`src/encoded_word_subject_encoder_defines.svh`:
```
// ============================================================================
// Assertion macros for the encoded-word Subject encoder
// Shared concurrent-assertion forms, clocked on i_clk, quiet during reset.
// ============================================================================
`ifndef ENCODED_WORD_SUBJECT_ENCODER_DEFINES_SVH
`define ENCODED_WORD_SUBJECT_ENCODER_DEFINES_SVH

// Same-cycle implication.
`define EWSE_ASSERT_IMPL(lbl, ante, cons, msg) \
    lbl: assert property (@(posedge i_clk) disable iff (!i_rst_n) (ante) |-> (cons)) \
        else $error(msg);

// Next-cycle implication.
`define EWSE_ASSERT_NEXT(lbl, ante, cons, msg) \
    lbl: assert property (@(posedge i_clk) disable iff (!i_rst_n) (ante) |=> (cons)) \
        else $error(msg);

`endif

```
`src/ewse_pkg.sv`:
```
// ============================================================================
// ewse_pkg
// Types, constants and character tables of the encoded-word Subject encoder.
// ============================================================================
package ewse_pkg;

    localparam int CHUNK_LIMIT_DEF = 42;
    localparam int IDX_W           = 5;

    localparam int HEAD_FIRST_LEN = 19;
    localparam int HEAD_NEXT_LEN  = 13;
    localparam int TAIL_LEN       = 2;

    localparam logic [8*HEAD_FIRST_LEN-1:0] HEAD_FIRST_STR = "Subject: =?UTF-8?B?";
    localparam logic [8*HEAD_NEXT_LEN-1:0]  HEAD_NEXT_STR  = {8'h0D, 8'h0A, " =?UTF-8?B?"};

    localparam logic [7:0] CH_QMARK = 8'h3F;
    localparam logic [7:0] CH_EQ    = 8'h3D;

    typedef enum logic [2:0] {
        ST_IDLE,
        ST_HEAD,
        ST_B64,
        ST_TAIL,
        ST_WRITE
    } t_state;

    typedef enum logic [1:0] {
        PH_HEAD,
        PH_B64,
        PH_TAIL
    } t_phase;

    // controller -> datapath
    typedef struct packed {
        logic   take;
        logic   advance;
        t_phase phase;
        logic   write_b;
        logic   use_cut;
        logic   last_word;
    } t_cmd;

    // datapath -> controller
    typedef struct packed {
        logic full;
        logic fin;
        logic head_last;
        logic b64_last;
        logic tail_last;
    } t_stat;

    // datapath -> packer
    typedef struct packed {
        logic       valid;
        logic       last;
        logic       done;
        logic [7:0] data;
    } t_chr;

    function automatic logic [7:0] b64_char(input logic [5:0] v);
        logic [7:0] c;
        if (v < 6'd26) begin
            c = 8'({2'b00, v}) + 8'h41;
        end else if (v < 6'd52) begin
            c = 8'({2'b00, v}) + 8'h47;
        end else if (v < 6'd62) begin
            c = 8'({2'b00, v}) - 8'd4;
        end else if (v == 6'd62) begin
            c = 8'h2B;
        end else begin
            c = 8'h2F;
        end
        return c;
    endfunction

    function automatic logic [7:0] head_char(input logic next_word,
                                             input logic [IDX_W-1:0] idx);
        logic [7:0] c;
        c = 8'h00;
        if (next_word) begin
            if (int'(idx) < HEAD_NEXT_LEN) begin
                c = HEAD_NEXT_STR[8*(HEAD_NEXT_LEN-1-int'(idx)) +: 8];
            end
        end else begin
            if (int'(idx) < HEAD_FIRST_LEN) begin
                c = HEAD_FIRST_STR[8*(HEAD_FIRST_LEN-1-int'(idx)) +: 8];
            end
        end
        return c;
    endfunction

endpackage

```
`src/ewse_ram.sv`:
```
// ============================================================================
// ewse_ram
// Generic single-write, single-read RAM with registered read data.
// ============================================================================
module ewse_ram #(
    parameter int   WIDTH = 8,
    parameter int   DEPTH = 42,
    localparam int  AW    = $clog2(DEPTH)
) (
    input  logic             i_clk,
    input  logic             i_we,
    input  logic [AW-1:0]    i_waddr,
    input  logic [WIDTH-1:0] i_wdata,
    input  logic             i_re,
    input  logic [AW-1:0]    i_raddr,
    output logic [WIDTH-1:0] o_rdata
);

    logic [WIDTH-1:0] r_mem [DEPTH];
    logic [WIDTH-1:0] r_rdata;

    always_ff @(posedge i_clk) begin
        if (i_we) begin
            r_mem[i_waddr] <= i_wdata;
        end
        if (i_re) begin
            r_rdata <= r_mem[i_raddr];
        end
    end

    assign o_rdata = r_rdata;

endmodule

```
`src/ewse_pack.sv`:
```
// ============================================================================
// ewse_pack
// Packs the character stream into groups of up to four and holds the result.
// ============================================================================
module ewse_pack (
    input  logic          i_clk,
    input  logic          i_rst_n,
    input  ewse_pkg::t_chr i_chr,
    input  logic          i_stall,
    output logic          o_room,
    output logic          o_valid,
    output logic [7:0]    o_char_a,
    output logic [7:0]    o_char_b,
    output logic [7:0]    o_char_c,
    output logic [7:0]    o_char_d,
    output logic [2:0]    o_char_count,
    output logic          o_run_end,
    output logic          o_header_done
);

    import ewse_pkg::*;

    logic [7:0] r_acc [3];
    logic [1:0] r_slot;
    logic       r_valid;
    logic [7:0] r_grp [4];
    logic [2:0] r_count;
    logic       r_run_end;
    logic       r_done;

    logic       flush;
    logic [7:0] grp [4];

    assign o_room = !r_valid || !i_stall;
    assign flush  = i_chr.valid && (r_slot == 2'd3 || i_chr.last);

    always_comb begin
        for (int p = 0; p < 4; p++) begin
            if (p < int'(r_slot)) begin
                grp[p] = (p < 3) ? r_acc[p[1:0] == 2'd3 ? 2'd0 : p[1:0]] : 8'h00;
            end else if (p == int'(r_slot)) begin
                grp[p] = i_chr.data;
            end else begin
                grp[p] = 8'h00;
            end
        end
    end

    always_ff @(posedge i_clk) begin
        if (!i_rst_n) begin
            r_slot  <= 2'd0;
            r_valid <= 1'b0;
        end else begin
            if (flush) begin
                r_slot  <= 2'd0;
                r_valid <= 1'b1;
            end else begin
                if (i_chr.valid) begin
                    r_slot <= r_slot + 2'd1;
                end
                if (r_valid && !i_stall) begin
                    r_valid <= 1'b0;
                end
            end
        end
    end

    always_ff @(posedge i_clk) begin
        if (i_chr.valid && !flush) begin
            r_acc[r_slot] <= i_chr.data;
        end
        if (flush) begin
            r_grp     <= grp;
            r_count   <= {1'b0, r_slot} + 3'd1;
            r_run_end <= i_chr.last;
            r_done    <= i_chr.done;
        end
    end

    assign o_valid       = r_valid;
    assign o_char_a      = r_grp[0];
    assign o_char_b      = r_grp[1];
    assign o_char_c      = r_grp[2];
    assign o_char_d      = r_grp[3];
    assign o_char_count  = r_count;
    assign o_run_end     = r_run_end;
    assign o_header_done = r_done;

endmodule

```
`src/ewse_ctrl.sv`:
```
// ============================================================================
// ewse_ctrl
// Sequencer: accepts bytes and steps through header, base64 and tail phases.
// ============================================================================
module ewse_ctrl (
    input  logic            i_clk,
    input  logic            i_rst_n,
    input  logic            i_valid,
    input  logic            i_final_byte,
    input  logic            i_room,
    input  ewse_pkg::t_stat i_stat,
    output ewse_pkg::t_cmd  o_cmd,
    output logic            o_stall
);

    import ewse_pkg::*;

    t_state r_state, n_state;
    logic   r_cut_word, n_cut_word;

    always_ff @(posedge i_clk) begin
        if (!i_rst_n) begin
            r_state    <= ST_IDLE;
            r_cut_word <= 1'b0;
        end else begin
            r_state    <= n_state;
            r_cut_word <= n_cut_word;
        end
    end

    always_comb begin
        n_state          = r_state;
        n_cut_word       = r_cut_word;
        o_cmd            = '0;
        o_cmd.phase      = PH_HEAD;
        o_cmd.use_cut    = r_cut_word;
        // a cut word closes the run unless the final word follows it
        o_cmd.last_word  = !r_cut_word || !i_stat.fin;
        o_stall          = 1'b1;
        unique case (r_state)
            ST_IDLE: begin
                o_stall = 1'b0;
                if (i_valid) begin
                    o_cmd.take = 1'b1;
                    if (i_stat.full) begin
                        n_cut_word = 1'b1;
                        n_state    = ST_HEAD;
                    end else if (i_final_byte) begin
                        n_cut_word = 1'b0;
                        n_state    = ST_HEAD;
                    end
                end
            end
            ST_HEAD: begin
                o_cmd.phase   = PH_HEAD;
                o_cmd.advance = i_room;
                if (i_room && i_stat.head_last) begin
                    n_state = ST_B64;
                end
            end
            ST_B64: begin
                o_cmd.phase   = PH_B64;
                o_cmd.advance = i_room;
                if (i_room && i_stat.b64_last) begin
                    n_state = ST_TAIL;
                end
            end
            ST_TAIL: begin
                o_cmd.phase   = PH_TAIL;
                o_cmd.advance = i_room;
                if (i_room && i_stat.tail_last) begin
                    n_state = r_cut_word ? ST_WRITE : ST_IDLE;
                end
            end
            ST_WRITE: begin
                o_cmd.write_b = 1'b1;
                if (i_stat.fin) begin
                    n_cut_word = 1'b0;
                    n_state    = ST_HEAD;
                end else begin
                    n_state = ST_IDLE;
                end
            end
            default: begin
                n_state = ST_IDLE;
            end
        endcase
    end

endmodule

```
`src/ewse_dp.sv`:
```
// ============================================================================
// ewse_dp
// Datapath: chunk ring in RAM, cut search, counters and character generator.
// ============================================================================
module ewse_dp #(
    parameter int CHUNK_LIMIT = ewse_pkg::CHUNK_LIMIT_DEF
) (
    input  logic            i_clk,
    input  logic            i_rst_n,
    input  logic [7:0]      i_data_byte,
    input  logic            i_final_byte,
    input  ewse_pkg::t_cmd  i_cmd,
    output ewse_pkg::t_stat o_stat,
    output ewse_pkg::t_chr  o_chr
);

    import ewse_pkg::*;

    localparam int AW = $clog2(CHUNK_LIMIT);
    localparam int FW = $clog2(CHUNK_LIMIT + 1);
    localparam logic [FW-1:0] LIMIT = FW'(CHUNK_LIMIT);

    // map an offset within the current chunk onto the ring
    function automatic logic [AW-1:0] wrap_addr(input logic [AW-1:0] b_in,
                                                input logic [FW:0]   off);
        logic [FW:0] sum;
        sum = {{(FW+1-AW){1'b0}}, b_in} + off;
        if (sum >= (FW+1)'(CHUNK_LIMIT)) begin
            sum = sum - (FW+1)'(CHUNK_LIMIT);
        end
        return sum[AW-1:0];
    endfunction

    logic [7:0]       r_byte;
    logic             r_fin;
    logic [2:0]       r_flags;
    logic [FW-1:0]    r_cut;
    logic [FW-1:0]    r_fill;
    logic [AW-1:0]    r_base;
    logic             r_words;
    logic [IDX_W-1:0] r_idx;
    logic [FW-1:0]    r_j;
    logic [1:0]       r_q;
    logic [7:0]       r_prev;

    logic             full;
    logic             byte_cont;
    logic [FW-1:0]    cut_calc;
    logic [FW:0]      len;
    logic [FW:0]      j1, j2, j3;
    logic             v1, v2;
    logic             head_last, b64_last, tail_last;
    logic [FW:0]      rd_off;
    logic             rd_en;
    logic             re;
    logic [AW-1:0]    raddr;
    logic             we;
    logic [AW-1:0]    waddr;
    logic [7:0]       wdata;
    logic [7:0]       rd;
    logic [5:0]       sextet;
    logic [7:0]       b64_out;
    logic [7:0]       chr;

    assign full      = (r_fill == LIMIT);
    assign byte_cont = (i_data_byte[7:6] == 2'b10);

    // back off toward the last lead byte, at most three steps
    always_comb begin
        if (!byte_cont) begin
            cut_calc = LIMIT;
        end else if (!r_flags[0]) begin
            cut_calc = LIMIT - FW'(1);
        end else if (!r_flags[1]) begin
            cut_calc = LIMIT - FW'(2);
        end else if (!r_flags[2]) begin
            cut_calc = LIMIT - FW'(3);
        end else begin
            cut_calc = LIMIT;
        end
    end

    assign len = {1'b0, (i_cmd.use_cut ? r_cut : r_fill)};
    assign j1  = {1'b0, r_j} + (FW+1)'(1);
    assign j2  = {1'b0, r_j} + (FW+1)'(2);
    assign j3  = {1'b0, r_j} + (FW+1)'(3);
    assign v1  = (j1 < len);
    assign v2  = (j2 < len);

    assign head_last = r_words ? (r_idx == IDX_W'(HEAD_NEXT_LEN - 1))
                               : (r_idx == IDX_W'(HEAD_FIRST_LEN - 1));
    assign b64_last  = (r_q == 2'd3) && (j3 >= len);
    assign tail_last = (r_idx == IDX_W'(TAIL_LEN - 1));

    // prefetch the byte that the next character needs
    always_comb begin
        rd_off = '0;
        rd_en  = 1'b0;
        case (i_cmd.phase)
            PH_HEAD: begin
                rd_en = 1'b1;
            end
            PH_B64: begin
                case (r_q)
                    2'd0: begin
                        rd_off = j1;
                        rd_en  = 1'b1;
                    end
                    2'd1: begin
                        rd_off = j2;
                        rd_en  = 1'b1;
                    end
                    2'd3: begin
                        rd_off = j3;
                        rd_en  = 1'b1;
                    end
                    default: begin
                        rd_en = 1'b0;
                    end
                endcase
            end
            default: begin
                rd_en = 1'b0;
            end
        endcase
    end

    assign re    = i_cmd.advance && rd_en && (rd_off < len);
    assign raddr = wrap_addr(r_base, rd_off);

    assign we    = (i_cmd.take && !full) || i_cmd.write_b;
    assign waddr = i_cmd.write_b ? r_base : wrap_addr(r_base, {1'b0, r_fill});
    assign wdata = i_cmd.write_b ? r_byte : i_data_byte;

    ewse_ram #(
        .WIDTH (8),
        .DEPTH (CHUNK_LIMIT)
    ) u_store (
        .i_clk   (i_clk),
        .i_we    (we),
        .i_waddr (waddr),
        .i_wdata (wdata),
        .i_re    (re),
        .i_raddr (raddr),
        .o_rdata (rd)
    );

    always_comb begin
        case (r_q)
            2'd0:    sextet = rd[7:2];
            2'd1:    sextet = {r_prev[1:0], (v1 ? rd[7:4] : 4'h0)};
            2'd2:    sextet = {r_prev[3:0], (v2 ? rd[7:6] : 2'b00)};
            default: sextet = rd[5:0];
        endcase
        if ((r_q == 2'd2 && !v1) || (r_q == 2'd3 && !v2)) begin
            b64_out = CH_EQ;
        end else begin
            b64_out = b64_char(sextet);
        end
    end

    always_comb begin
        case (i_cmd.phase)
            PH_HEAD: chr = head_char(r_words, r_idx);
            PH_B64:  chr = b64_out;
            PH_TAIL: chr = (r_idx == '0) ? CH_QMARK : CH_EQ;
            default: chr = 8'h00;
        endcase
    end

    assign o_chr.valid = i_cmd.advance;
    assign o_chr.data  = chr;
    assign o_chr.last  = (i_cmd.phase == PH_TAIL) && tail_last && i_cmd.last_word;
    assign o_chr.done  = o_chr.last && r_fin;

    assign o_stat.full      = full;
    assign o_stat.fin       = r_fin;
    assign o_stat.head_last = head_last;
    assign o_stat.b64_last  = b64_last;
    assign o_stat.tail_last = tail_last;

    always_ff @(posedge i_clk) begin
        if (!i_rst_n) begin
            r_fin   <= 1'b0;
            r_fill  <= '0;
            r_base  <= '0;
            r_words <= 1'b0;
            r_idx   <= '0;
            r_j     <= '0;
            r_q     <= 2'd0;
        end else begin
            if (i_cmd.take) begin
                r_fin <= i_final_byte;
                if (!full) begin
                    r_fill <= r_fill + FW'(1);
                end
            end
            if (i_cmd.write_b) begin
                // keep the tail of the cut chunk in place, new byte follows it
                r_base <= wrap_addr(r_base, {1'b0, r_cut});
                r_fill <= LIMIT - r_cut + FW'(1);
            end
            if (i_cmd.advance) begin
                case (i_cmd.phase)
                    PH_HEAD: begin
                        r_idx <= head_last ? '0 : r_idx + IDX_W'(1);
                    end
                    PH_B64: begin
                        r_q <= r_q + 2'd1;
                        if (r_q == 2'd3) begin
                            r_j <= b64_last ? '0 : r_j + FW'(3);
                        end
                    end
                    PH_TAIL: begin
                        if (tail_last) begin
                            r_idx <= '0;
                            if (i_cmd.last_word && r_fin) begin
                                r_fill  <= '0;
                                r_words <= 1'b0;
                            end else begin
                                r_words <= 1'b1;
                            end
                        end else begin
                            r_idx <= r_idx + IDX_W'(1);
                        end
                    end
                    default: begin
                        r_idx <= r_idx;
                    end
                endcase
            end
        end
    end

    always_ff @(posedge i_clk) begin
        if (i_cmd.take) begin
            r_byte  <= i_data_byte;
            r_flags <= {r_flags[1:0], byte_cont};
            if (full) begin
                r_cut <= cut_calc;
            end
        end
        if (i_cmd.advance && i_cmd.phase == PH_B64 && (r_q == 2'd0 || r_q == 2'd1)) begin
            r_prev <= rd;
        end
    end

endmodule

```
`src/encoded_word_subject_encoder.sv`:
```
// ============================================================================
// encoded_word_subject_encoder
// Builds a Subject header of base64 encoded words from file-name UTF-8 bytes.
// ============================================================================
// Bytes arrive one per transaction and collect in a ring of CHUNK_LIMIT bytes
// held in a single RAM. A byte that completes nothing is taken with no stall.
// The byte that arrives after a full chunk decides the cut (backing off to
// the last lead byte, at most three steps) and the word is sent; a byte that
// carries final_byte sends the last word and ends the header. A word is
// produced one character per cycle while the output has room: 19 header
// characters for the first word ("Subject: =?UTF-8?B?") or 13 for later
// ones (CR LF space, "=?UTF-8?B?"), then 4*ceil(n/3) base64 characters for
// n bytes, then "?=". After a cut a write state puts the new byte into the
// ring. The generator's single RAM read port fetches one byte ahead of the
// character that needs it. Characters are packed into groups of up to four;
// a short group appears only at the end of a run. Output stall holds the
// generator; no input is taken while a word is being sent, but the last
// group of a run may still wait at the output while the next byte is taken.
// The store needs no clearing pass after reset.
// ============================================================================
`include "encoded_word_subject_encoder_defines.svh"

module encoded_word_subject_encoder #(
    parameter int CHUNK_LIMIT = ewse_pkg::CHUNK_LIMIT_DEF
) (
    input  logic       i_clk,
    input  logic       i_rst_n,
    // byte channel
    input  logic       i_valid,
    output logic       o_stall,
    input  logic [7:0] i_data_byte,
    input  logic       i_final_byte,
    // character group channel
    output logic       o_valid,
    input  logic       i_stall,
    output logic [7:0] o_char_a,
    output logic [7:0] o_char_b,
    output logic [7:0] o_char_c,
    output logic [7:0] o_char_d,
    output logic [2:0] o_char_count,
    output logic       o_run_end,
    output logic       o_header_done
);

    import ewse_pkg::*;

    t_cmd  w_cmd;
    t_stat w_stat;
    t_chr  w_chr;
    logic  w_room;

    // sequence the phases of each word
    ewse_ctrl u_ctrl (
        .i_clk        (i_clk),
        .i_rst_n      (i_rst_n),
        .i_valid      (i_valid),
        .i_final_byte (i_final_byte),
        .i_room       (w_room),
        .i_stat       (w_stat),
        .o_cmd        (w_cmd),
        .o_stall      (o_stall)
    );

    // hold the chunk, pick the cut, generate characters
    ewse_dp #(
        .CHUNK_LIMIT (CHUNK_LIMIT)
    ) u_dp (
        .i_clk        (i_clk),
        .i_rst_n      (i_rst_n),
        .i_data_byte  (i_data_byte),
        .i_final_byte (i_final_byte),
        .i_cmd        (w_cmd),
        .o_stat       (w_stat),
        .o_chr        (w_chr)
    );

    // pack characters into groups and drive the output register
    ewse_pack u_pack (
        .i_clk         (i_clk),
        .i_rst_n       (i_rst_n),
        .i_chr         (w_chr),
        .i_stall       (i_stall),
        .o_room        (w_room),
        .o_valid       (o_valid),
        .o_char_a      (o_char_a),
        .o_char_b      (o_char_b),
        .o_char_c      (o_char_c),
        .o_char_d      (o_char_d),
        .o_char_count  (o_char_count),
        .o_run_end     (o_run_end),
        .o_header_done (o_header_done)
    );

    // a short group only closes a run
    `EWSE_ASSERT_IMPL(a_short_group_ends_run, o_valid && (o_char_count != 3'd4), o_run_end, "short group before end of run")

    // the header can only complete on the last group of a run
    `EWSE_ASSERT_IMPL(a_done_on_run_end, o_valid && o_header_done, o_run_end, "header done off run end")

    // a cut or a final byte always starts a word
    `EWSE_ASSERT_NEXT(a_word_starts, i_valid && !o_stall && (i_final_byte || w_stat.full), o_stall, "word not started")

endmodule

```
`config.mk`:
```
export PLATFORM = sky130hd
export DESIGN_NAME = encoded_word_subject_encoder
export DESIGN_NICKNAME = d
export VERILOG_FILES = /design/src/ewse_pkg.sv /design/src/ewse_ram.sv /design/src/ewse_pack.sv /design/src/ewse_ctrl.sv /design/src/ewse_dp.sv /design/src/encoded_word_subject_encoder.sv
export VERILOG_INCLUDE_DIRS = /design/src /design/src/src
export SDC_FILE = /design/constraint.sdc
export NUM_CORES = 1
export LEC_CHECK = 0
export BUFFER_PORTS_ARGS = -buffer_cell sky130_fd_sc_hd__buf_2
export CAP_MARGIN = 25
export CELL_PAD_IN_SITES_DETAIL_PLACEMENT = 0
export CELL_PAD_IN_SITES_GLOBAL_PLACEMENT = 2
export CORE_ASPECT_RATIO = 1.4
export CORE_MARGIN = 5
export CORE_UTILIZATION = 46
export CTS_CLUSTER_DIAMETER = 100
export DETAILED_ROUTE_END_ITERATION = 12
export GPL_TIMING_DRIVEN = 0
export PLACE_DENSITY = 0.81
export SLEW_MARGIN = 30
export SYNTH_ARGS = -nofsm -noshare
export SYNTH_HDL_FRONTEND = slang
export SYNTH_SLANG_ARGS = --single-unit
```
`constraint.sdc`:
```
create_clock -name i_clk -period 5.9 [get_ports i_clk]
set_input_delay 0 -clock i_clk [delete_from_list [all_inputs] [get_ports i_clk]]
set_output_delay 0 -clock i_clk [all_outputs]
set_load 0.01 [all_outputs]
```
==> Flow_metrics.wiki, run 1 <==
{| class="wikitable"
! Metric !! Value
|-
| Result of the run || finished clean
|-
| TritonCTS clock tree || done
|-
| Remaining design rule violation count || 0
|-
| Leakage power || about 8.0 nW
|-
| Largest net degree at the start of global routing || 43
|-
| Top FF cell, synth || sky130_fd_sc_hd__edfxtp_1
|-
| Top cell type's share of synthesized area || roughly three fifths
|-
| Crit Path Max Fanout || 9
|-
| Cell type contributing the most total cell area after synthesis || sky130_fd_sc_hd__edfxtp_1
|-
| Relative slew margins || 37.2%
|-
| Worst Tran Pin Value || roughly 0.94 ns
|-
| Number of cell rows || slightly above 90
|-
| Post-synthesis area per instance || about 14 um^2
|-
| Final weighted congestion in routability-driven placement || 0.835
|-
| Core Area || between 40000 and 50000 um^2
|-
| Total clock buffers created by CTS || between 40 and 50
|-
| Crit. End Element || flop
|-
| Setup repair after global routing missed its margin || yes
|-
| Asr flop ratio synth || 0%
|-
| Count leader, synth || sky130_fd_sc_hd__edfxtp_1
|-
| Post-place setup slack || -0.0539 ns
|-
| CTS Root Cell || sky130_fd_sc_hd__clkbuf_16
|-
| First-pass GRT wire length || between 80 and 90 mm
|-
| Clk_lat worst skew || between 0.5 and 0.6 ns
|-
| Yosys reg bits || between 400 and 500
|-
| Sum of internal, switching and leakage power || ~6.7 mW
|-
| I/O pins || 52
|-
| Via count of the first global-routing pass || around 13k
|-
| Required time of the critical path || between 6 and 7 ns
|-
| Detailed-route via count || 13.1k
|-
| Fillers || 3900
|-
| Reg area || around 13000 um^2
|-
| Top cells by area, synth || sky130_fd_sc_hd__edfxtp_1, sky130_fd_sc_hd__mux4_2, sky130_fd_sc_hd__ha_1
|-
| Adder-cell area share of the yosys netlist || 4.35%
|-
| Effective utilization at floorplan || ~47%
|-
| Synthesis-to-layout area growth || 12.5%
|-
| Deepest clock path buffer count || 3
|-
| Floorplan die area || slightly above 50000 um^2
|-
| Antenna-violating nets left || 0
|-
| Cell types with the highest counts after synthesis || sky130_fd_sc_hd__edfxtp_1, sky130_fd_sc_hd__nand2_1, sky130_fd_sc_hd__nor2_1, sky130_fd_sc_hd__ha_1, sky130_fd_sc_hd__mux4_2
|-
| CP Launch Type || flop
|-
| Combinational family with the most area after synthesis || multiplexers
|-
| Worst path setup slack after routing || approximately 0.29 ns
|-
| Met2 track demand over resource in global routing || roughly two fifths
|-
| Routed wire per std cell || around 23 um
|-
| Synthesized-area fraction occupied by and/or/nand/nor cells || under 10%
|-
| WP data arrival || between 5 and 6 ns
|-
| Number of detailed-route iterations in the first pass || 7
|-
| Vertical die dimension || between 200 and 300 um
|-
| Layout Nets || 1734
|-
| Complex-gate fraction of the synthesized area || under 10%
|-
| Met3 usage in global routing || under 10%
|-
| Achievable frequency || around 0.18 GHz
|-
| Largest voltage drop on the vdd net || 0.311 mV
|-
| Post-DR vias/cell || roughly 5.7
|-
| Xor and xnor area share after synthesis || 2.17%
|-
| Instance count of the mapped netlist || 1534
|-
| Ratio of cells with drive above 1 in the final layout || between 10% and 20%
|-
| Final clock skew || around 0.028 ns
|-
| Horiz. Die Dim || about 190 um
|-
| Proportion of synthesized area in mux cells || approximately a tenth
|-
| Busiest grt layer || met2
|-
| Netlist area before placement || roughly 22000 um^2
|-
| Library cells used by synthesis || 82
|-
| Gr ovfl total || 0
|-
| Final count of hold timing violations || 0
|-
| Total global-route track usage || about a fifth
|-
| Count of max-cap constraint violations || 0
|-
| Count of routing violations after the opening detailed-route iteration || just over 800
|-
| Post-DP HPWL || roughly 38 mm
|-
| Number of warning messages in the yosys log || 0
|-
| Sequential element share of the synthesized area || 62.3%
|-
| Final critical-path required period || around 5.6 ns
|-
| Number of flops mapped to enable cells by yosys || between 400 and 500
|-
| Routed wire length || 52.3 mm
|-
| Final non-filler cell area || 24200 um^2
|-
| Post-route clock period utilization || a little over nine tenths
|-
| Clock transition at path regs || roughly 0.060 ns
|-
| Met1 capacity usage during global routing || between 20 and 25%
|-
| Synthesized netlist net count || between 1.5k and 2k
|-
| Count of buffers from port buffering || 50
|-
| Area of combinational cells with multiple inputs || roughly 7700 um^2
|-
| CTS H-Tree Depth || 2
|-
| Max-slew violation count || 0
|-
| Num Clock Sinks || approximately 460
|-
| Final setup viols || 0
|-
| Cell Pwr Density || approximately 280 nW/um^2
|-
| Initial antenna violation count || 0
|-
| Ant. Diodes || 0
|-
| Placed Area || about 23000 um^2
|-
| Type of the most critical hold path || in2reg
|-
| Start-to-end type of the worst setup path || reg2reg
|}
-- where the power goes --
part,switching (mW),internal (mW)
Clock,1.22,1.48
Combinational,0.275,0.145
Sequential,0.0188,3.60
-- layer usage --
metal | part of all wire [%] | wire [um]
met5 | 0 | 0
met4 | 3.5 | 1820
met3 | 3.8 | 1980
met2 | 55 | 28600
met1 | 38 | 20000
-- kinds of logic (layout without fill, tap and decap cells) --
kind of cell             count (synthesis)  in the layout
flip-flops                             458            458
AND/OR/NAND/NOR                        421            421
AO/OA/AOI/OAI                          301            301
multiplexers                           121            121
buffers and inverters                  113            262
adder cells (fa/ha/maj)                 73             73
XOR/XNOR                                47             47
-- repair_timing --
item / CTS / global route
setup buffers: 0 / 3
resized for setup: 0 / 3
hold buffers: 12 / 0
pin swaps: 0 / 1
setup endpoints to repair: 5 / 8
hold endpoints to repair: 25 / 0
-- worst paths after layout --
kind	end	startpoint	slack [ns]	cells past startpoint
worst max-delay path	u_dp.u_store.o_rdata[7]$_DFFE_PP_	u_dp.r_j[0]$_SDFFE_PN0P_	0.29	18
worst min-delay path	u_ctrl.r_state[2]$_SDFFE_PN0P_	i_rst_n	0.01	3
worst max register to register	u_dp.u_store.o_rdata[7]$_DFFE_PP_	u_dp.r_j[0]$_SDFFE_PN0P_	0.29	18
worst min register to register	u_dp.r_flags[2]$_DFFE_PP_	u_dp.r_flags[1]$_DFFE_PP_	0.47	0
-- through the flow --
stage          instances   TNS, ns  hold WS (ns)  utilization (%)
4_1_cts             2297         0        0.0354             52.4
6_report            2300         0        0.0116             52.5
3_3_place_gp        2201   -0.0514         0.194             48.8
3_5_place_dp        2205    -0.105         0.196             49.1
2_1_floorplan       1534         0        0.0989                -
5_1_grt             2300  -0.00402        0.0576             52.5
-- flip-flops by register name, summed over array words and instances (netlist names), 2 cells and up --
| name | flops |
|---|---|
| u_dp.r_q | 2 |
| u_dp.r_flags | 3 |
| u_pack.o_char_d | 8 |
| u_pack.o_char_c | 8 |
| u_dp.u_store.o_rdata | 8 |
| u_pack.r_slot | 2 |
| u_dp.u_store.r_mem | 336 |
| u_pack.o_char_b | 8 |
| u_dp.r_cut | 4 |
| u_dp.r_base | 6 |
| u_pack.o_char_count | 3 |
| u_pack.o_char_a | 8 |
| u_pack.r_acc | 24 |
| u_dp.r_j | 6 |
| u_dp.r_idx | 5 |
| u_ctrl.r_state | 3 |
| u_dp.r_byte | 8 |
| u_dp.r_fill | 6 |
| u_dp.r_prev | 4 |
-- critical path, stage by stage (launching register included) --
cell and delay [ns]:
sky130_fd_sc_hd__dfxtp_1 0.54, sky130_fd_sc_hd__inv_1 0.15, sky130_fd_sc_hd__ha_1 0.40, sky130_fd_sc_hd__mux2i_1 0.15, sky130_fd_sc_hd__a21oi_1 0.29, sky130_fd_sc_hd__inv_1 0.10, sky130_fd_sc_hd__fa_1 0.44, sky130_fd_sc_hd__xnor2_1 0.32
sky130_fd_sc_hd__inv_1 0.14, sky130_fd_sc_hd__ha_1 0.30, sky130_fd_sc_hd__o31ai_1 0.10, sky130_fd_sc_hd__o211a_1 0.22, sky130_fd_sc_hd__o21ai_4 0.09, sky130_fd_sc_hd__nand2_4 0.13, sky130_fd_sc_hd__mux2i_2 0.66, sky130_fd_sc_hd__nor3_1 0.32
sky130_fd_sc_hd__a221oi_1 0.61, sky130_fd_sc_hd__nand3_1 0.19, sky130_fd_sc_hd__and3_1 0.21
-- cell usage in the layout (no fill, tap or decap), drive strengths merged, types with 12 or more instances in the layout --
cell type / instances
xnor2: 32
a221oi: 12
ha: 70
nor3: 25
a21o: 13
a21oi: 67
mux2: 26
nor2: 114
nand3: 35
mux4: 71
edfxtp: 424
inv: 50
buf: 77
a22o: 13
a31oi: 13
dfxtp: 34
clkbuf: 103
dlygate4sd3: 12
nor2b: 34
nand2: 121
a211oi: 21
mux2i: 24
xor2: 15
o21ai: 67
a22oi: 20
clkinv: 16
and2: 28
nand4: 12
-- final cells by class --
type	instances	area share [%]
Tap cell	617	3.19
Clock buffer	57	4.87
Sequential cell	458	55.3
Timing Repair Buffer	70	2.03
Buffer	65	1.21
Multi-Input combinational cell	963	31.8
Clock inverter	24	0.816
Inverter	46	0.713
Note: power is estimated with default switching activity, not from simulation.
==> inputs of run 2 (changes only) <==
- CORE_UTILIZATION: 46 -> 45
- PLACE_DENSITY: 0.81 -> 0.8
- SYNTH_HIERARCHICAL: not set -> 1
==> run 2 against run 1 <==
  * Global-route usage grew 0.069 points
  * Clock power grew 4%
  * Wire length increased by 7.0%
  * Critical path depth rose by 1
  * Register-to-register slack worse by 0.03 ns
  * Synthesized cell count grew 7.6%
  * Final cell count up 5.9%
  * Combinational power rose to 2.5 times the previous value
  * Non-clock buffer count increased by 26
  * Sequential share of layout area decreased by 1.9 points
  * Utilization is 1.3 points lower
  * Fmax down 0.54%
  * Critical endpoint is now u_dp/u_store/o_rdata[5]$_DFFE_PP_
  * Largest power group unchanged
==> Flow_metrics.wiki, run 2 <==
{| class="wikitable"
! Metric !! Value
|-
| Deepest clock path buffer count || 3
|-
| Achievable frequency || 0.177 GHz
|-
| Ant. Diodes || 0
|-
| TritonCTS clock tree || done
|-
| Library cells used by synthesis || slightly below 100
|-
| Setup repair after global routing missed its margin || no
|-
| CP Launch Point || u_dp/r_q[1]$_SDFFE_PN0P_
|-
| Required time of the critical path || between 6 and 7 ns
|-
| Leading cell type in the layout, fill and taps excluded || sky130_fd_sc_hd__edfxtp_1
|-
| Core Util, Final || about 50%
|-
| Family with the most delay on the worst path || compound AO/OA/AOI/OAI gates
|-
| Number of cell rows || 96
|-
| Number of placed instances with taps included || ~2.3k
|-
| Complex-gate fraction of the synthesized area || around 12%
|-
| Count of max-cap constraint violations || 0
|-
| Netlist area before placement || roughly 22000 um^2
|-
| Start-to-end type of the worst setup path || reg2reg
|-
| Cell Pwr Density || 302 nW/um^2
|-
| Max-slew violation count || 0
|-
| Via count of the first global-routing pass || 14.1k
|-
| Synthesis-to-layout area growth || 12.5%
|-
| Critical path cell sequence || ha_1 > buf_2 > clkbuf_1 > mux2i_1 > a21oi_2 > ha_1 > a21o_1 > a21o_1 > a21o_1 > a311oi_1 > nor2_1 > nor2_2 > mux2i_2 > nor2b_2 > buf_2 > buf_2 > a22oi_1 > a21oi_1 > o41ai_4
|-
| Post-DP HPWL || 39.6 mm
|-
| Largest voltage drop on the vdd net || roughly 0.38 mV
|-
| Detailed-route via count || about 14k
|-
| Result of the run || finished clean
|-
| Type of the most critical hold path || in2reg
|-
| Instance count of the mapped netlist || 1651
|-
| Post-route worst hold slack || 0.144 ns
|-
| Combinational family with the most area after synthesis || compound AO/OA/AOI/OAI gates
|-
| Final critical-path required period || 5.64 ns
|-
| Top FF cell, synth || sky130_fd_sc_hd__edfxtp_1
|-
| CP bufs+invs || 4
|-
| Ratio of cells with drive above 1 in the final layout || roughly 17%
|-
| Largest net degree at the start of global routing || 43
|-
| Sequential element share of the synthesized area || between 60 and 70%
|-
| Asr flop ratio synth || 0%
|-
| Antenna-violating nets left || 0
|-
| Crit. End Element || flop
|-
| CP Launch Type || flop
|-
| Effective utilization at floorplan || between 40% and 50%
|-
| Commonest cells after routing, fill and taps aside || sky130_fd_sc_hd__edfxtp_1, sky130_fd_sc_hd__mux2i_1, sky130_fd_sc_hd__nand2_1
|-
| Core Area || around 50000 um^2
|-
| Launch instance of the worst min-delay path || i_data_byte[3]
|-
| Initial antenna violation count || 0
|-
| Clk_lat worst skew || 0.58 ns
|-
| Proportion of synthesized area in mux cells || under 10%
|-
| Post-synthesis area per instance || around 13 um^2
|-
| WP data arrival || 5.91 ns
|-
| Gr ovfl total || 0
|-
| Xor and xnor area share after synthesis || 1.84%
|-
| Crit Path Max Fanout || 10
|-
| Count leader, synth || sky130_fd_sc_hd__edfxtp_1
|-
| Final count of hold timing violations || 0
|-
| Final non-filler cell area || 25100 um^2
|-
| Post-route clock period utilization || 95.6%
|-
| Final clock skew || about 0.028 ns
|-
| Routed wire per std cell || 23.0 um
|-
| Yosys reg bits || 458
|-
| Placed Area || about 23000 um^2
|-
| Worst reg2reg startpoint || u_dp/r_q[1]$_SDFFE_PN0P_
|-
| Total clock buffers created by CTS || between 40 and 50
|-
| Leakage power || 8.40 nW
|-
| Worst Tran Pin Value || between 1 and 1.5 ns
|-
| Number of flops mapped to enable cells by yosys || approximately 420
|-
| First-pass GRT wire length || 85.6 mm
|-
| Vertical die dimension || 273 um
|-
| CTS H-Tree Depth || 2
|-
| Stage delay of the slowest cell on the critical path || 0.47 ns
|-
| Floorplan die area || around 54000 um^2
|-
| Synthesized-area fraction occupied by and/or/nand/nor cells || just over 8%
|-
| Relative slew margins || between 30% and 40%
|-
| Post-place setup slack || -0.536 ns
|-
| Largest registers || u_dp/u_store/r_mem x336, u_pack/r_acc x24
|-
| Remaining design rule violation count || 0
|-
| Adder-cell area share of the yosys netlist || approximately 4%
|-
| CTS Root Cell || sky130_fd_sc_hd__clkbuf_16
|-
| Cell with the biggest individual delay on the critical path || sky130_fd_sc_hd__clkbuf_1
|-
| Post-route insts no fill || 2435
|-
| Total global-route track usage || 20.6%
|-
| Count of routing violations after the opening detailed-route iteration || ~990
|-
| Number of detailed-route iterations in the first pass || 5
|-
| Synthesized netlist net count || 1733
|-
| Top cell type's share of synthesized area || 57.1%
|-
| Final weighted congestion in routability-driven placement || about 0.84
|-
| Final setup viols || 0
|-
| Post-DR vias/cell || ~5.7
|-
| Flip-flop count of the largest register, all copies and words added || 336
|-
| Clock transition at path regs || roughly 0.070 ns
|-
| Cell type contributing the most total cell area after synthesis || sky130_fd_sc_hd__edfxtp_1
|-
| Number of warning messages in the yosys log || 6
|-
| Worst path setup slack after routing || 0.262 ns
|-
| Register containing the most flip-flops in the final layout || u_dp/u_store/r_mem
|-
| Top cells by area, synth || sky130_fd_sc_hd__edfxtp_1, sky130_fd_sc_hd__mux2i_1, sky130_fd_sc_hd__ha_1
|-
| Routed wire length || 56.0 mm
|-
| Horiz. Die Dim || 198 um
|-
| Num Clock Sinks || around 460
|-
| Fillers || 4241
|-
| I/O pins || 52
|-
| Layout Nets || between 1.5k and 2k
|-
| Cell types with the highest counts after synthesis || sky130_fd_sc_hd__edfxtp_1, sky130_fd_sc_hd__mux2i_1, sky130_fd_sc_hd__nand2_1, sky130_fd_sc_hd__nor2_1, sky130_fd_sc_hd__a21oi_1
|-
| Count of buffers from port buffering || 51
|}
==> run 2: cells by family (layout without fill, tap and decap cells) <==
family | after synthesis | in the layout
AOI/OAI and AO/OA | 365 | 365
muxes | 194 | 194
adders and majority gates | 69 | 69
buffers and inverters | 158 | 305
xor gates and xnor gates | 46 | 46
DFF | 458 | 458
and+or+nand+nor | 361 | 361
==> run 2: metrics by stage <==
stage | setup TNS, ns | power, mW
3_5_place_dp | -3.99 | 4.82
3_3_place_gp | -4.18 | 4.81
4_1_cts | 0 | 7.66
2_1_floorplan | 0 | 4.51
5_1_grt | 0 | 7.89
6_report | 0 | 7.58
==> run 2: metal layers <==
metal,vias to the layer above,share of wire (%),GRT usage [%]
met4,0,4.2,8.47
met2,288,54,38.5
li1,6551,-,-
met5,-,0,0
met1,6981,39,23.8
met3,100,3.1,2.13
==> run 2: timing repair <==
item                                    in CTS  in global routing
gates resized for setup                     11                 19
endpoints found under the setup margin       8                  8
hold buffers                                14                  0
pin swaps                                    0                  1
endpoints found under the hold margin       21                  0
buffers inserted                             1                  0
==> run 2: worst reg2reg max path: cells and delay by family, from the launching register on <==
family	cells	cell delay (ns)
AOI/OAI and AO/OA	8	1.78
adders and majority gates	2	0.45
buffers and inverters	4	1.37
DFF	1	0.42
muxes	2	0.52
and+or+nand+nor	3	0.78
==> run 2: area by class of cell <==
type	instances	area, um^2	area share [%]
Tap cell	637	797	3.18
Inverter	61	229	0.913
Multi-Input combinational cell	1035	8200	32.7
Timing Repair Buffer	66	403	1.61
Sequential cell	458	13400	53.5
Buffer	95	591	2.35
Clock inverter	23	245	0.978
Clock buffer	60	1200	4.80
==> run 2: report_power, final <==
part           switching [mW]  total (mW)  internal, mW
sequential             0.0372        3.70          3.66
combinational           0.668        1.07         0.403
clock                    1.22        2.81          1.59
total                    1.92        7.58          5.65
==> run 2: worst paths after layout <==
path / to / slack (ns) / cells after the start
worst max register to register: u_dp/u_store/o_rdata[5]$_DFFE_PP_ / 0.26 / 19
worst min-delay path: u_dp/r_byte[3]$_DFFE_PP_ / 0.14 / 2
worst max-delay path: u_dp/u_store/o_rdata[5]$_DFFE_PP_ / 0.26 / 19
worst min register to register: u_dp/r_prev[1]$_DFFE_PP_ / 0.46 / 0
==> inputs of run 3 (changes only) <==
- GPL_ROUTABILITY_DRIVEN: not set -> 0
- HOLD_SLACK_MARGIN: not set -> 0.1
- clock period: 5.9 -> 5.3 ns (I/O delays scaled with it)
==> run 3 against run 2 <==
  * Combinational power rose by 13%
  * Final area is 1.7% higher
  * Largest cell class unchanged
  * Sequential power is 11% higher
  * Critical path type unchanged
==> Flow_metrics.wiki, run 3 (synthesis results as in run 2) <==
{| class="wikitable"
! Metric !! Value
|-
| Num Clock Sinks || about 460
|-
| Horiz. Die Dim || about 200 um
|-
| End point of the critical path || u_dp/u_store/o_rdata[3]$_DFFE_PP_
|-
| Gr ovfl total || 0
|-
| Post-place setup slack || -1.08 ns
|-
| Cell Pwr Density || between 300 and 400 nW/um^2
|-
| Count of routing violations after the opening detailed-route iteration || approximately 820
|-
| Final clock skew || 0.0199 ns
|-
| Relative slew margins || 34.5%
|-
| Routed wire per std cell || 23.0 um
|-
| Final count of hold timing violations || 0
|-
| Start-to-end type of the worst setup path || reg2reg
|-
| Count of max-cap constraint violations || 0
|-
| Ratio of cells with drive above 1 in the final layout || 19.1%
|-
| Number of cell rows || 96
|-
| Core Area || 49000 um^2
|-
| Final critical-path required period || between 5 and 6 ns
|-
| Post-route insts no fill || between 2k and 2.5k
|-
| Antenna-violating nets left || 0
|-
| Crit Path Max Fanout || 10
|-
| Largest voltage drop on the vdd net || around 0.32 mV
|-
| Setup repair after global routing missed its margin || yes
|-
| Total global-route track usage || between 20% and 30%
|-
| Layout Nets || 1849
|-
| Clk_lat worst skew || roughly 0.58 ns
|-
| Critical path's most frequent cell || sky130_fd_sc_hd__inv_1
|-
| Detailed-route via count || 14.0k
|-
| Cell with the biggest individual delay on the critical path || sky130_fd_sc_hd__fa_2
|-
| Worst Tran Pin Value || about 1 ns
|-
| Ant. Diodes || 0
|-
| Post-DR vias/cell || 5.75
|-
| Total clock buffers created by CTS || 45
|-
| CTS Root Cell || sky130_fd_sc_hd__clkbuf_16
|-
| Number of placed instances with taps included || 2339
|-
| Routed wire length || 56.2 mm
|-
| Leading cell type in the layout, fill and taps excluded || sky130_fd_sc_hd__edfxtp_1
|-
| Final setup viols || 0
|-
| First-pass GRT wire length || 85.0 mm
|-
| Largest registers || u_dp/u_store/r_mem x336, u_pack/r_acc x24
|-
| CTS H-Tree Depth || 2
|-
| Post-route clock period utilization || a little over nine tenths
|-
| Reg-to-reg slack, setup || 0.13 ns
|-
| Via count of the first global-routing pass || 14.2k
|-
| Effective utilization at floorplan || 45.5%
|-
| CP Launch Point || u_ctrl/r_state[1]$_SDFFE_PN0P_
|-
| Stage delay of the slowest cell on the critical path || between 0.4 and 0.5 ns
|-
| Initial antenna violation count || 0
|-
| Worst reg2reg startpoint || u_ctrl/r_state[1]$_SDFFE_PN0P_
|-
| TritonCTS clock tree || done
|-
| Deepest clock path buffer count || 3
|-
| Post-DP HPWL || around 40 mm
|-
| Leakage power || 8.55 nW
|-
| Number of detailed-route iterations in the first pass || 5
|-
| Flip-flop count of the largest register, all copies and words added || approximately 340
|-
| Result of the run || finished clean
|-
| Clock transition at path regs || roughly 0.06 ns
|-
| Required time of the critical path || roughly 5.6 ns
|-
| Worst path setup slack after routing || 0.126 ns
|-
| Max-slew violation count || 0
|-
| Cell depth of the worst flop-to-flop path || 20
|-
| Type of the most critical hold path || in2reg
|-
| Register containing the most flip-flops in the final layout || u_dp/u_store/r_mem
|-
| I/O pins || 52
|-
| Count of buffers from port buffering || between 50 and 60
|-
| Vertical die dimension || around 270 um
|-
| Floorplan die area || 54100 um^2
|-
| Crit. End Element || flop
|-
| Remaining design rule violation count || 0
|-
| Commonest cells after routing, fill and taps aside || sky130_fd_sc_hd__edfxtp_1, sky130_fd_sc_hd__mux2i_1, sky130_fd_sc_hd__nand2_1
|-
| CP Launch Type || flop
|-
| Critical R2R Capture || u_dp/u_store/o_rdata[3]$_DFFE_PP_
|-
| WP data arrival || 5.46 ns
|-
| Critical path cell sequence || buf_6 > nor3b_4 > or3b_4 > or3_4 > inv_1 > ha_2 > fa_2 > inv_1 > ha_1 > nand2_1 > a21oi_2 > nor2_2 > nor2_4 > mux2i_4 > buf_4 > nor2b_4 > buf_2 > a22oi_1 > a21oi_1 > o41ai_2
|-
| Largest net degree at the start of global routing || 43
|-
| Achievable frequency || between 0.15 and 0.2 GHz
|-
| Synthesis-to-layout area growth || 14.4%
|}
run 3: cell count changes in the layout (fill, tap and decap cells not counted), sizes merged:
cell      previous run  this run
bufinv               3         9
clkinv              19        17
clkbuf             101        89
buf                106       116
clkinvlp             1         4
run 3: per-stage QoR:
step | utilization, % | cell area [um^2] | setup TNS, ns | power [mW] | hold WS [ns]
final | 52.0 | 25500 | 0 | 8.75 | 0.153
after global routing | 52.0 | 25500 | -1.49 | 9.09 | 0.150
after CTS | 51.6 | 25300 | 0 | 8.82 | 0.130
after detailed placement | 47.7 | 23400 | -8.44 | 5.36 | 0.195
after global placement | 47.6 | 23300 | -8.08 | 5.35 | 0.192
after floorplan | - | 22300 | 0 | 5.02 | 0.0989
run 3: power breakdown:
part | total (mW) | switching, mW | leakage [nW] | internal, mW
Sequential | 4.11 | 0.0405 | 4.11 | 4.07
Combinational | 1.21 | 0.744 | 3.68 | 0.462
Clock | 3.43 | 1.40 | 0.764 | 2.02
Total | 8.75 | 2.19 | 8.55 | 6.56
run 3: repair_timing:
item,4_1_cts,5_1_grt
buffers inserted,2,6
hold endpoints to repair,24,0
gates resized for setup,41,34
pin swaps,3,6
hold buffers,14,0
endpoints found under the setup margin,8,54
run 3: critical path: cells and delay by family (launching register included):
family	cells	cell delay [ns]
simple gates	7	1.76
flops	1	0.33
fa+ha+maj	3	0.84
buf+inv	5	0.82
compound gates	4	0.81
mux	1	0.32
run 3: routing by layer:
| metal | part of all wire, % | track usage, % | up-vias |
|---|---|---|---|
| li1 | - | - | 6560 |
| met1 | 39 | 23.4 | 7071 |
| met2 | 54 | 38.6 | 298 |
| met3 | 3.2 | 2.19 | 96 |
| met4 | 3.8 | 7.70 | 0 |
| met5 | 0 | 0 | - |
run 3: how the worst min path moves through the flow:
stage	slack, ns	cells after the start	startpoint	end
after floorplan	0.1	0	i_data_byte[0]	u_dp/r_byte[0]$_DFFE_PP_
after global placement	0.19	1	i_data_byte[0]	u_dp/r_byte[0]$_DFFE_PP_
after detailed placement	0.20	1	i_data_byte[2]	u_dp/r_byte[2]$_DFFE_PP_
after CTS	0.13	2	i_data_byte[0]	u_dp/r_byte[0]$_DFFE_PP_
after global routing	0.15	2	i_data_byte[2]	u_dp/r_byte[2]$_DFFE_PP_
final	0.15	2	i_data_byte[5]	u_dp/r_byte[5]$_DFFE_PP_
run 3: layout make-up:
cell class | count | area, um^2
Buffer | 92 | 607
Clock buffer | 53 | 1160
Clock inverter | 30 | 438
Fill cell | 4125 | 23500
Inverter | 61 | 229
Multi-Input combinational cell | 1035 | 8370
Sequential cell | 458 | 13400
Tap cell | 637 | 797
Timing Repair Buffer | 74 | 483
